==> config.mk <==
export PLATFORM = sky130hd
export DESIGN_NAME = block_min_max_top_k_mean_top
export DESIGN_NICKNAME = d
export VERILOG_FILES = /design/src/design/bmmtk_pkg.sv /design/src/design/bmmtk_cell.sv /design/src/design/bmmtk_div_stage.sv /design/src/design/block_min_max_top_k_mean_top.sv
export SDC_FILE = /design/constraint.sdc
export NUM_CORES = 2
export LEC_CHECK = 0
export ABC_AREA = 0
export ABC_CLOCK_PERIOD_IN_PS = 8900
export BUFFER_PORTS_ARGS = -buffer_cell sky130_fd_sc_hd__buf_4
export CELL_PAD_IN_SITES_DETAIL_PLACEMENT = 1
export CELL_PAD_IN_SITES_GLOBAL_PLACEMENT = 1
export CORE_ASPECT_RATIO = 1.25
export CORE_MARGIN = 3
export CORE_UTILIZATION = 50
export DETAILED_ROUTE_END_ITERATION = 10
export PLACE_DENSITY_LB_ADDON = 0.1
export SYNTH_ARGS = -nofsm -noshare
export SYNTH_HDL_FRONTEND = slang
export SYNTH_SLANG_ARGS = --single-unit
==> constraint.sdc <==
create_clock -name clk -period 8.9 [get_ports clk]
set_input_delay 0.445 -clock clk [delete_from_list [all_inputs] [get_ports clk]]
set_output_delay 0.445 -clock clk [all_outputs]
set_load 0.03 [all_outputs]
==> src/design/bmmtk_pkg.sv <==
package bmmtk_pkg;

  localparam int DATA_W        = 32;
  localparam int WINDOW_DEF    = 100;
  localparam int LOW_COUNT_DEF = 5;

  // controls for one slot of the largest-interval chain
  typedef struct packed {
    logic en;
    logic clr;
  } cell_ctl_t;

  // block statistics carried alongside the mean division
  typedef struct packed {
    logic              fresh;
    logic [DATA_W-1:0] min;
    logic [DATA_W-1:0] max;
  } stat_t;

endpackage

==> src/design/bmmtk_cell.sv <==
module bmmtk_cell import bmmtk_pkg::*; (
  input  logic              clk,
  input  logic              rst_n,
  input  cell_ctl_t         ctl,
  input  logic [DATA_W-1:0] x,
  input  logic [DATA_W-1:0] up_val,
  input  logic              up_keep,
  output logic [DATA_W-1:0] val,
  output logic              keep
);

  logic [DATA_W-1:0] val_r;
  logic [DATA_W-1:0] val_nxt;

  // hold when our entry is at least x; otherwise take x or the neighbour's shifted entry
  assign keep = (val_r >= x);
  assign val_nxt = keep ? val_r : (up_keep ? x : up_val);
  assign val = val_r;

  always_ff @(posedge clk) begin
    if (!rst_n) begin
      val_r <= '0;
    end else if (ctl.en) begin
      val_r <= ctl.clr ? '0 : val_nxt;
    end
  end

endmodule

==> src/design/bmmtk_div_stage.sv <==
module bmmtk_div_stage import bmmtk_pkg::*; #(
  parameter int LOW_COUNT = LOW_COUNT_DEF,
  parameter int SUM_W     = 35
) (
  input  logic              clk,
  input  logic              en,
  input  logic [SUM_W-1:0]  num_in,
  input  stat_t             stat_in,
  output logic [DATA_W-1:0] quo_out,
  output stat_t             stat_out
);

  // floor(n / LOW_COUNT) == (n * RECIP) >> SHIFT for every n below 2^SUM_W
  localparam int SHIFT  = SUM_W + $clog2(LOW_COUNT);
  localparam int HALF_W = (SUM_W + 2) / 2;
  localparam int PROD_W = SUM_W + HALF_W;
  localparam int FULL_W = SUM_W + 2 * HALF_W;
  localparam logic [2*HALF_W-1:0] RECIP = (2 * HALF_W)'(
    ((64'd1 << SHIFT) + 64'(LOW_COUNT - 1)) / 64'(LOW_COUNT));
  localparam logic [HALF_W-1:0] RECIP_LO = RECIP[HALF_W-1:0];
  localparam logic [HALF_W-1:0] RECIP_HI = RECIP[2*HALF_W-1:HALF_W];

  logic [PROD_W-1:0] lo_r;
  logic [PROD_W-1:0] hi_r;
  logic [FULL_W-1:0] full;
  logic [DATA_W-1:0] quo_r;
  stat_t             stat_a_r;
  stat_t             stat_b_r;

  // first step forms two half-width partial products, second step adds them
  assign full = {hi_r, {HALF_W{1'b0}}} + FULL_W'(lo_r);

  always_ff @(posedge clk) begin
    if (en) begin
      lo_r     <= PROD_W'(num_in) * PROD_W'(RECIP_LO);
      hi_r     <= PROD_W'(num_in) * PROD_W'(RECIP_HI);
      stat_a_r <= stat_in;
      quo_r    <= full[SHIFT +: DATA_W];
      stat_b_r <= stat_a_r;
    end
  end

  assign quo_out  = quo_r;
  assign stat_out = stat_b_r;

endmodule

==> src/design/block_min_max_top_k_mean_top.sv <==
// Pipeline: interval, fold into the cell chain, two reciprocal-multiply steps for the mean,
//   then the output register. Every stage advances together.
// Throughput: one item per cycle while the output register is empty or its result is taken.
// Reset (rst_n, synchronous, active low): previous reading, slot count, running and shown
//   statistics and the largest-interval list clear to zero, so the first item closes a block
//   with minimum 0. No result is valid after reset.
module block_min_max_top_k_mean_top import bmmtk_pkg::*; #(
  parameter int WINDOW    = WINDOW_DEF,
  parameter int LOW_COUNT = LOW_COUNT_DEF
) (
  input  logic              clk,
  input  logic              rst_n,
  input  logic              in_valid,
  output logic              in_ready,
  input  logic [DATA_W-1:0] in_clock_now,
  output logic              out_valid,
  input  logic              out_ready,
  output logic [DATA_W-1:0] out_min_interval,
  output logic [DATA_W-1:0] out_max_interval,
  output logic [DATA_W-1:0] out_slow_mean,
  output logic              out_fresh
);

  localparam int SLOT_W = $clog2(WINDOW);
  localparam int SUM_W  = DATA_W + $clog2(LOW_COUNT);
  localparam int NSTG   = 4;
  localparam logic [SLOT_W-1:0] SLOT_LAST = SLOT_W'(WINDOW - 1);

  // Pipeline control: the whole chain advances when the output register is
  // empty or its transfer completes this cycle.
  logic            adv;
  logic            in_acc;
  logic [NSTG-1:0] vld_r;

  // Stage 0: interval from the previous reading, slot position.
  logic [DATA_W-1:0] prev_r;
  logic [SLOT_W-1:0] slot_r;
  logic [SLOT_W-1:0] slot_nxt;
  logic [DATA_W-1:0] ival_r;
  logic              close_r;

  // Stage 1: running statistics and the chain of largest-interval cells.
  cell_ctl_t         cell_ctl;
  logic [DATA_W-1:0] list_val  [LOW_COUNT];
  logic              list_keep [LOW_COUNT];
  logic [DATA_W-1:0] min_r;
  logic [DATA_W-1:0] max_r;
  logic [SUM_W-1:0]  sum_r;
  logic [DATA_W-1:0] min_nxt;
  logic [DATA_W-1:0] max_nxt;
  logic [SUM_W-1:0]  sum_nxt;
  logic [SUM_W-1:0]  num1_r;
  stat_t             stat1_r;

  // Mean: sum of the largest intervals divided by LOW_COUNT.
  logic [DATA_W-1:0] quo_q;
  stat_t             stat_q;

  // Output register: the shown statistics double as the result payload.
  logic              out_valid_r;
  logic              out_fresh_r;
  logic [DATA_W-1:0] shown_min_r;
  logic [DATA_W-1:0] shown_max_r;
  logic [DATA_W-1:0] shown_slow_r;

  assign adv      = !out_valid_r || out_ready;
  assign in_ready = adv;
  assign in_acc   = in_valid && adv;

  always_ff @(posedge clk) begin
    if (!rst_n) begin
      vld_r <= '0;
    end else if (adv) begin
      vld_r <= {vld_r[NSTG-2:0], in_valid};
    end
  end

  // ---------------------------------------------------------------------------
  // Stage 0: take the reading, form the modulo 2^32 interval, advance the slot.
  // A slot of zero marks the item that closes its block.
  // ---------------------------------------------------------------------------
  assign slot_nxt = (slot_r == SLOT_LAST) ? '0 : slot_r + 1'b1;

  always_ff @(posedge clk) begin
    if (!rst_n) begin
      prev_r <= '0;
      slot_r <= '0;
    end else if (in_acc) begin
      prev_r <= in_clock_now;
      slot_r <= slot_nxt;
    end
  end

  always_ff @(posedge clk) begin
    if (in_acc) begin
      ival_r  <= in_clock_now - prev_r;
      close_r <= (slot_r == '0);
    end
  end

  // ---------------------------------------------------------------------------
  // Stage 1: fold the interval. Each cell holds one list entry in descending
  // order and compares it with the interval; its keep flag tells the next cell
  // whether to take the interval or shift the entry above down. Ties keep the
  // earlier copy in front. The running sum tracks the list: when the interval
  // enters, the tail entry drops out.
  // ---------------------------------------------------------------------------
  assign cell_ctl.en  = adv && vld_r[0];
  assign cell_ctl.clr = close_r;

  for (genvar g = 0; g < LOW_COUNT; g++) begin : g_cell
    if (g == 0) begin : g_head
      bmmtk_cell u_cell (
        .clk     (clk),
        .rst_n   (rst_n),
        .ctl     (cell_ctl),
        .x       (ival_r),
        .up_val  ('0),
        .up_keep (1'b1),
        .val     (list_val[g]),
        .keep    (list_keep[g])
      );
    end else begin : g_body
      bmmtk_cell u_cell (
        .clk     (clk),
        .rst_n   (rst_n),
        .ctl     (cell_ctl),
        .x       (ival_r),
        .up_val  (list_val[g-1]),
        .up_keep (list_keep[g-1]),
        .val     (list_val[g]),
        .keep    (list_keep[g])
      );
    end
  end

  assign min_nxt = (ival_r < min_r) ? ival_r : min_r;
  assign max_nxt = (ival_r > max_r) ? ival_r : max_r;
  assign sum_nxt = list_keep[LOW_COUNT-1] ? sum_r
                 : sum_r + SUM_W'(ival_r) - SUM_W'(list_val[LOW_COUNT-1]);

  // Restart the block after a close: min all ones, max and list zero.
  always_ff @(posedge clk) begin
    if (!rst_n) begin
      min_r <= '0;
      max_r <= '0;
      sum_r <= '0;
    end else if (cell_ctl.en) begin
      if (close_r) begin
        min_r <= '1;
        max_r <= '0;
        sum_r <= '0;
      end else begin
        min_r <= min_nxt;
        max_r <= max_nxt;
        sum_r <= sum_nxt;
      end
    end
  end

  always_ff @(posedge clk) begin
    if (adv) begin
      num1_r        <= sum_nxt;
      stat1_r.fresh <= close_r;
      stat1_r.min   <= min_nxt;
      stat1_r.max   <= max_nxt;
    end
  end

  // ---------------------------------------------------------------------------
  // Mean: multiply by the reciprocal of LOW_COUNT over two stages, statistics
  // ride alongside.
  // ---------------------------------------------------------------------------
  bmmtk_div_stage #(
    .LOW_COUNT (LOW_COUNT),
    .SUM_W     (SUM_W)
  ) u_div (
    .clk      (clk),
    .en       (adv),
    .num_in   (num1_r),
    .stat_in  (stat1_r),
    .quo_out  (quo_q),
    .stat_out (stat_q)
  );

  // ---------------------------------------------------------------------------
  // Output register: latch new statistics when a closing item arrives, hold
  // them for every later item until the next close.
  // ---------------------------------------------------------------------------
  always_ff @(posedge clk) begin
    if (!rst_n) begin
      out_valid_r  <= 1'b0;
      out_fresh_r  <= 1'b0;
      shown_min_r  <= '0;
      shown_max_r  <= '0;
      shown_slow_r <= '0;
    end else if (adv) begin
      out_valid_r <= vld_r[NSTG-1];
      if (vld_r[NSTG-1]) begin
        out_fresh_r <= stat_q.fresh;
        if (stat_q.fresh) begin
          shown_min_r  <= stat_q.min;
          shown_max_r  <= stat_q.max;
          shown_slow_r <= quo_q;
        end
      end
    end
  end

  assign out_valid        = out_valid_r;
  assign out_fresh        = out_fresh_r;
  assign out_min_interval = shown_min_r;
  assign out_max_interval = shown_max_r;
  assign out_slow_mean    = shown_slow_r;

`ifndef SYNTH
  a_min_le_max : assert property (@(posedge clk) disable iff (!rst_n)
    shown_min_r <= shown_max_r)
    else $error("shown minimum exceeds shown maximum");

  a_mean_le_max : assert property (@(posedge clk) disable iff (!rst_n)
    shown_slow_r <= shown_max_r)
    else $error("mean of largest intervals exceeds maximum");

  a_slot_range : assert property (@(posedge clk) disable iff (!rst_n)
    slot_r <= SLOT_LAST)
    else $error("slot position beyond block length");

  a_stall_holds : assert property (@(posedge clk) disable iff (!rst_n)
    !adv |=> $stable(vld_r) && $stable(sum_r))
    else $error("pipeline moved while stalled");
`endif

endmodule
# Yosys cells after proc, flatten, opt, wreduce, memory -nomap -nowiden
# Cells that the tools add are included.
[totals] wordCells=84 inputBits=36 ff_bits=798 out_inout_bits=99
[op_classes] multipliers=2 n_lt_le_gt_ge=7 n_reduce_logical=12 addsub=5 n_eq_ne=6 n_mux=21
[ops] op="2-to-1 mux 32 bit" n=18
[ops] op=">= comparator 32 bit" n=5
[ops] op="adder 70 x 51 -> 70 bit" n=1
[ops] op="2-to-1 mux 35 bit" n=2
[ops] op="multiplier 35 x 18 -> 52 bit (second input constant)" n=1
[ops] op="multiplier 35 x 16 -> 51 bit (second input constant)" n=1
[ops] op="adder 35 x 32 -> 35 bit" n=1
[ops] op="subtractor 35 x 32 -> 35 bit" n=1
[ops] op="> comparator 32 bit" n=1
[ops] op="less-than comparator 32 bit" n=1
[ops] op="subtractor 32 bit" n=1
[ops] op="AND reduction 2 bit" n=6
[ops] op="!= test 2 bit (second input constant)" n=5
[ops] op="adder 7 x 1 -> 7 bit (second input constant)" n=1
[ops] op="equality test 7 bit (second input constant)" n=1
[ops] op="zero test 7 bit" n=1
[ops] op="2-to-1 mux 7 bit" n=1
[ops] op="AND reduction 3 bit" n=1
[ops] op="logical AND 1 bit" n=2
[ops] op="zero test 1 bit" n=1
[ops] op="logical OR 1 bit" n=1

# Logic depth before layout (Yosys ltp)
[logic_depth] word_depth=4 mapped_depth=24 ltp_nobuf=23

# Modules after synthesis
# Synthesis repeated with hierarchy kept, for this count alone.
[unflattened] cells_unflattened=6246 hier_area_um2=58362.2
[by_module_without_submodules] module="bmmtk_div_stage" seq_area_each_um2=7417.1 cells_each=2276 n_inst=1 area_per_inst_um2=24800.0
[by_module_without_submodules] module="block_min_max_top_k_mean_top" seq_area_each_um2=8798.4 cells_each=2165 n_inst=1 area_per_inst_um2=19698.9
[by_module_without_submodules] module="bmmtk_cell" seq_area_each_um2=640.6 cells_each=361 n_inst=5 area_per_inst_um2=2772.7

# Worst setup path after synthesis
# No wires, ideal clock.
[synth_timing] path_type="register -> register" from="register out_valid_r (netlist: out_valid)" to="register close_r (enable)" n_path_buf=2 synth_period_minus_slack_ns=7.450 setup_time_ns=0.410 required_ns=8.490 slack_ns=1.450 arrival_time_ns=7.040 path_stages_with_launch=7 cell_sequence="dfxtp_1 > nor2b_1 > inv_2 > nand2_1 > inv_1 > clkbuf_1 > clkbuf_1"
[synth_via] elab_chain_len=3
[synth_lines] item="start: declaration" line="block_min_max_top_k_mean_top.sv:60" source="logic out_valid_r;"
[synth_lines] item="start signal: assignment" line="block_min_max_top_k_mean_top.sv:198" source="out_valid_r <= vld_r[NSTG-1];"
[synth_lines] item="zero test 1 bit" line="block_min_max_top_k_mean_top.sv:66" source="assign adv = !out_valid_r || out_ready;"
[synth_lines] item="logical OR 1 bit" line="block_min_max_top_k_mean_top.sv:66"
[synth_lines] item="named net in_ready" line="block_min_max_top_k_mean_top.sv:14" source="output logic in_ready,"
[synth_lines] item="logical AND 1 bit" line="block_min_max_top_k_mean_top.sv:68" source="assign in_acc = in_valid && adv;"
[synth_lines] item="named net in_acc" line="block_min_max_top_k_mean_top.sv:32" source="logic in_acc;"
[synth_lines] item="end signal: assignment" line="block_min_max_top_k_mean_top.sv:97" source="close_r <= (slot_r == '0);"
[synth_lines] item="end: declaration" line="block_min_max_top_k_mean_top.sv:40" source="logic close_r;"
# The timed path passes the listed nets, and every way through them passes these cells.
# A chain may end at the register's enable or synchronous reset.

# Final worst setup path
[layout_timing] from="register num1_r[5]" to="register u_div.hi_r[47] (data pin)"
[layout_via] elab_chain_len=1
[layout_lines] item="start: declaration" line="block_min_max_top_k_mean_top.sv:52" source="logic [SUM_W-1:0] num1_r;"
[layout_lines] item="start signal: assignment" line="block_min_max_top_k_mean_top.sv:163" source="num1_r <= sum_nxt;"
[layout_lines] item="multiplier 35 x 18 -> 52 bit" line="bmmtk_div_stage.sv:36" source="hi_r <= PROD_W'(num_in) * PROD_W'(RECIP_HI);"
[layout_lines] item="end signal: assignment" line="bmmtk_div_stage.sv:36"
[layout_lines] item="end: declaration" line="bmmtk_div_stage.sv:24" source="logic [PROD_W-1:0] hi_r;"
# Every way passes these cells.

==> out/metrics.yaml <==
end_kind: "register"
die_h_um: 371
top_layer_used: "met4"
slew_viol_final: 0
fmax_mhz: 136
seq_area_frac_synth: 0.364
setup_viol: 0
fin_crit_sh: 0.826
finalSetupTns_ns: 0
ant_nets: 0
layout.nets: 6300
cp_slowest_cell: "a2111oi_0"
postLayoutCellArea_um2: 58900
outcome: "completed"
crit_path_max_incr_delay_ns: 0.90
critPathMaxFanout: 9
die_area_um2: 111000
clock_sinks: 780
io_buffers: 134
synth.distinct_cells: 73
wl_met3_um: 4130
path_cells: "ha_1 -> xor2_1 -> ha_1 -> or2_2 -> fa_1 -> inv_1 -> fa_1 -> inv_1 -> fa_1 -> inv_1 -> fa_1 -> inv_1 -> ha_1 -> a21oi_1 -> o21ai_0 -> nand3_1 -> a31o_2 -> o2111ai_1 -> a41o_1 -> a2111oi_0 -> o21a_1 -> o21bai_1 -> xor2_1"
synth-seq-cells: 780
cts_buffers: 84
fp-row-count: 133
cap_violations: 0
gp_routability_congestion: 0.899
cts_tree: "yes"
diodes: 0
grt_start_max_net_pins: 138
rsz0062_at_grt: "no"
syn_to_final_growth_pct: 10.4
async_flop_share: 0
routed-wl-met2_um: 78800
drt_first_pass_iters: 8
grt_overflow: 0
final_util: 0.559
layout_min_cycle_time_ns: 7.35
wl_per_cell_um: 22.2
critPathLaunchType: "register"
finClkSkew_ns: 0.0485
grt_first_pass_wirelength_um: 238000
core_um2: 106000
slew_headroom: 0.276
layout_common_cells: "895 x inv_1, 609 x ha_1, 485 x nand2_1, 400 x dfxtp_1, 380 x edfxtp_1"
drt_wl_total_um: 151000
critical_path_class: "reg -> reg"
clk_path_buf_depth: 3
dieWidth_um: 298
syn_area_um2: 53400
hold_viol_final: 0
pre_cts_ws_ns: 1.57
cts_max_level: 3
ys.flop_type: "dfxtp_1"
mostFrequentLayoutCell: "inv_1"
hp-class: "in -> reg"
cts_root_buffer: "clkbuf_16"
post_cts_buffers: 0
worstMarginPinSlew_ns: 1.09
syn_inst: 5239
cts_resized: 0
worstSkewPairLatency_ns: 0.69
viasPerCell: 5.58
dr.first_iter.drc_count: 1680
crit_arrival_ns: 7.77
crit_required_ns: 9.32
path_clk_slew_ns: 0.07
ys.warnings.count: 0
io_pins: 135
grt.total_usage: 0.276
dp_hpwl_um: 120000
cts_hold_buf: 0
syn_area_per_cell_um2: 10.2
synth_edf_count: 380
initial_core_util: 0.506
antenna_found_initial: 0
drive_gt1_frac: 0.0807
worst_slack_ns: 1.55
drcViolationCount: 0
synth_nets: 6219
drt-met1-wl_um: 60900
first_global_vias: 41634
placed_cell_area_um2: 56000
num_vias: 37965
## registers in the layout (all words and copies together), names as in the netlist, 7 cells and up
signal / count
min_r: 32
max_r: 32
out_min_interval: 32
out_max_interval: 32
u_div.lo_r: 33
u_div.quo_out: 32
num1_r: 35
g_cell.g_head.u_cell.val: 32
slot_r: 7
u_div.stat_out: 65
u_div.stat_a_r: 65
u_div.hi_r: 52
g_cell.g_body.u_cell.val: 128
ival_r: 32
sum_r: 35
out_slow_mean: 32
prev_r: 32
stat1_r: 65
## worst max-delay path: cells and delay by family, from the launching register on
| family | cells | cell delay, ns |
|---|---|---|
| fa+ha+maj | 7 | 3.21 |
| simple gates | 2 | 0.48 |
| flops | 1 | 0.59 |
| xor+xnor | 2 | 0.35 |
| buf+inv | 4 | 0.24 |
| compound gates | 8 | 2.21 |
## cell usage after synthesis (all sizes together) (9+ instances only)
cell	n	area [um2]
mux2	28	315
or2	11	68.8
o2bb2ai	32	280
fa	335	6710
a211oi	23	173
nand3	81	405
o22ai	35	219
a221o	36	360
a21o	176	1320
nand4	58	363
edfxtp	380	11400
nand2	485	1820
nor3	35	175
nor2	124	465
ha	609	7620
clkbuf	192	721
o31ai	9	67.6
nand2b	29	181
mux2i	105	1050
xor2	90	788
and3	31	194
xnor2	113	990
o21a	36	270
a2111oi	15	150
a21boi	142	1070
a22o	86	753
nor2b	31	194
inv	897	3370
o221a	33	372
and2	21	131
nor4	10	62.6
a21oi	222	1110
o21bai	17	128
a31oi	19	119
o311ai	37	324
o21ai	150	754
a31o	11	96.3
dfxtp	400	8010
## final cells by class
type	instances	area, um2
Clock buffer	113	2390
Clock inverter	43	508
Fill cell	11601	46600
Inverter	897	3370
Multi-Input combinational cell	3364	30000
Sequential cell	780	19400
Tap cell	1417	1770
Timing Repair Buffer	193	1470
## metrics by stage
step / hold slack, ns / cells
after floorplan: 0.400 / 5239
after global placement: 0.401 / 6651
after detailed placement: 0.406 / 6651
after CTS: 0.0000931 / 6807
after global routing: 0.0314 / 6807
final: 0.0413 / 6807
## worst paths after layout
check / cells after the start / endpoint / from / slack, ns
max: 23 / u_div.hi_r[47]$_DFFE_PN_ / num1_r[5]$_DFFE_PN_ / 1.55
min: 3 / prev_r[12]$_SDFFE_PN0P_ / in_clock_now[12] / 0.04
max reg2reg: 23 / u_div.hi_r[47]$_DFFE_PN_ / num1_r[5]$_DFFE_PN_ / 1.55
min reg2reg: 0 / u_div.stat_a_r[7]$_DFFE_PN_ / stat1_r[7]$_DFFE_PN_ / 0.42
## cells by family after synthesis
logic type | Yosys count | share of synthesized area
buffers and inverters | 1095 | 0.0770
multiplexers | 133 | 0.0256
adder cells (fa/ha/maj) | 944 | 0.268
XOR/XNOR | 203 | 0.0333
flip-flops | 780 | 0.364
AO/OA/AOI/OAI | 1144 | 0.153
AND/OR/NAND/NOR | 940 | 0.0795
## metal layers
metal | GRT usage | vias to the layer above
li1 | - | 18125
met1 | 0.319 | 19021
met2 | 0.518 | 554
met3 | 0.0272 | 265
met4 | 0.122 | 0
met5 | 0 | -
Power is left out: the tool's default activity adds up to more than one toggle a clock period on the data nets, which glitch-free logic cannot reach.
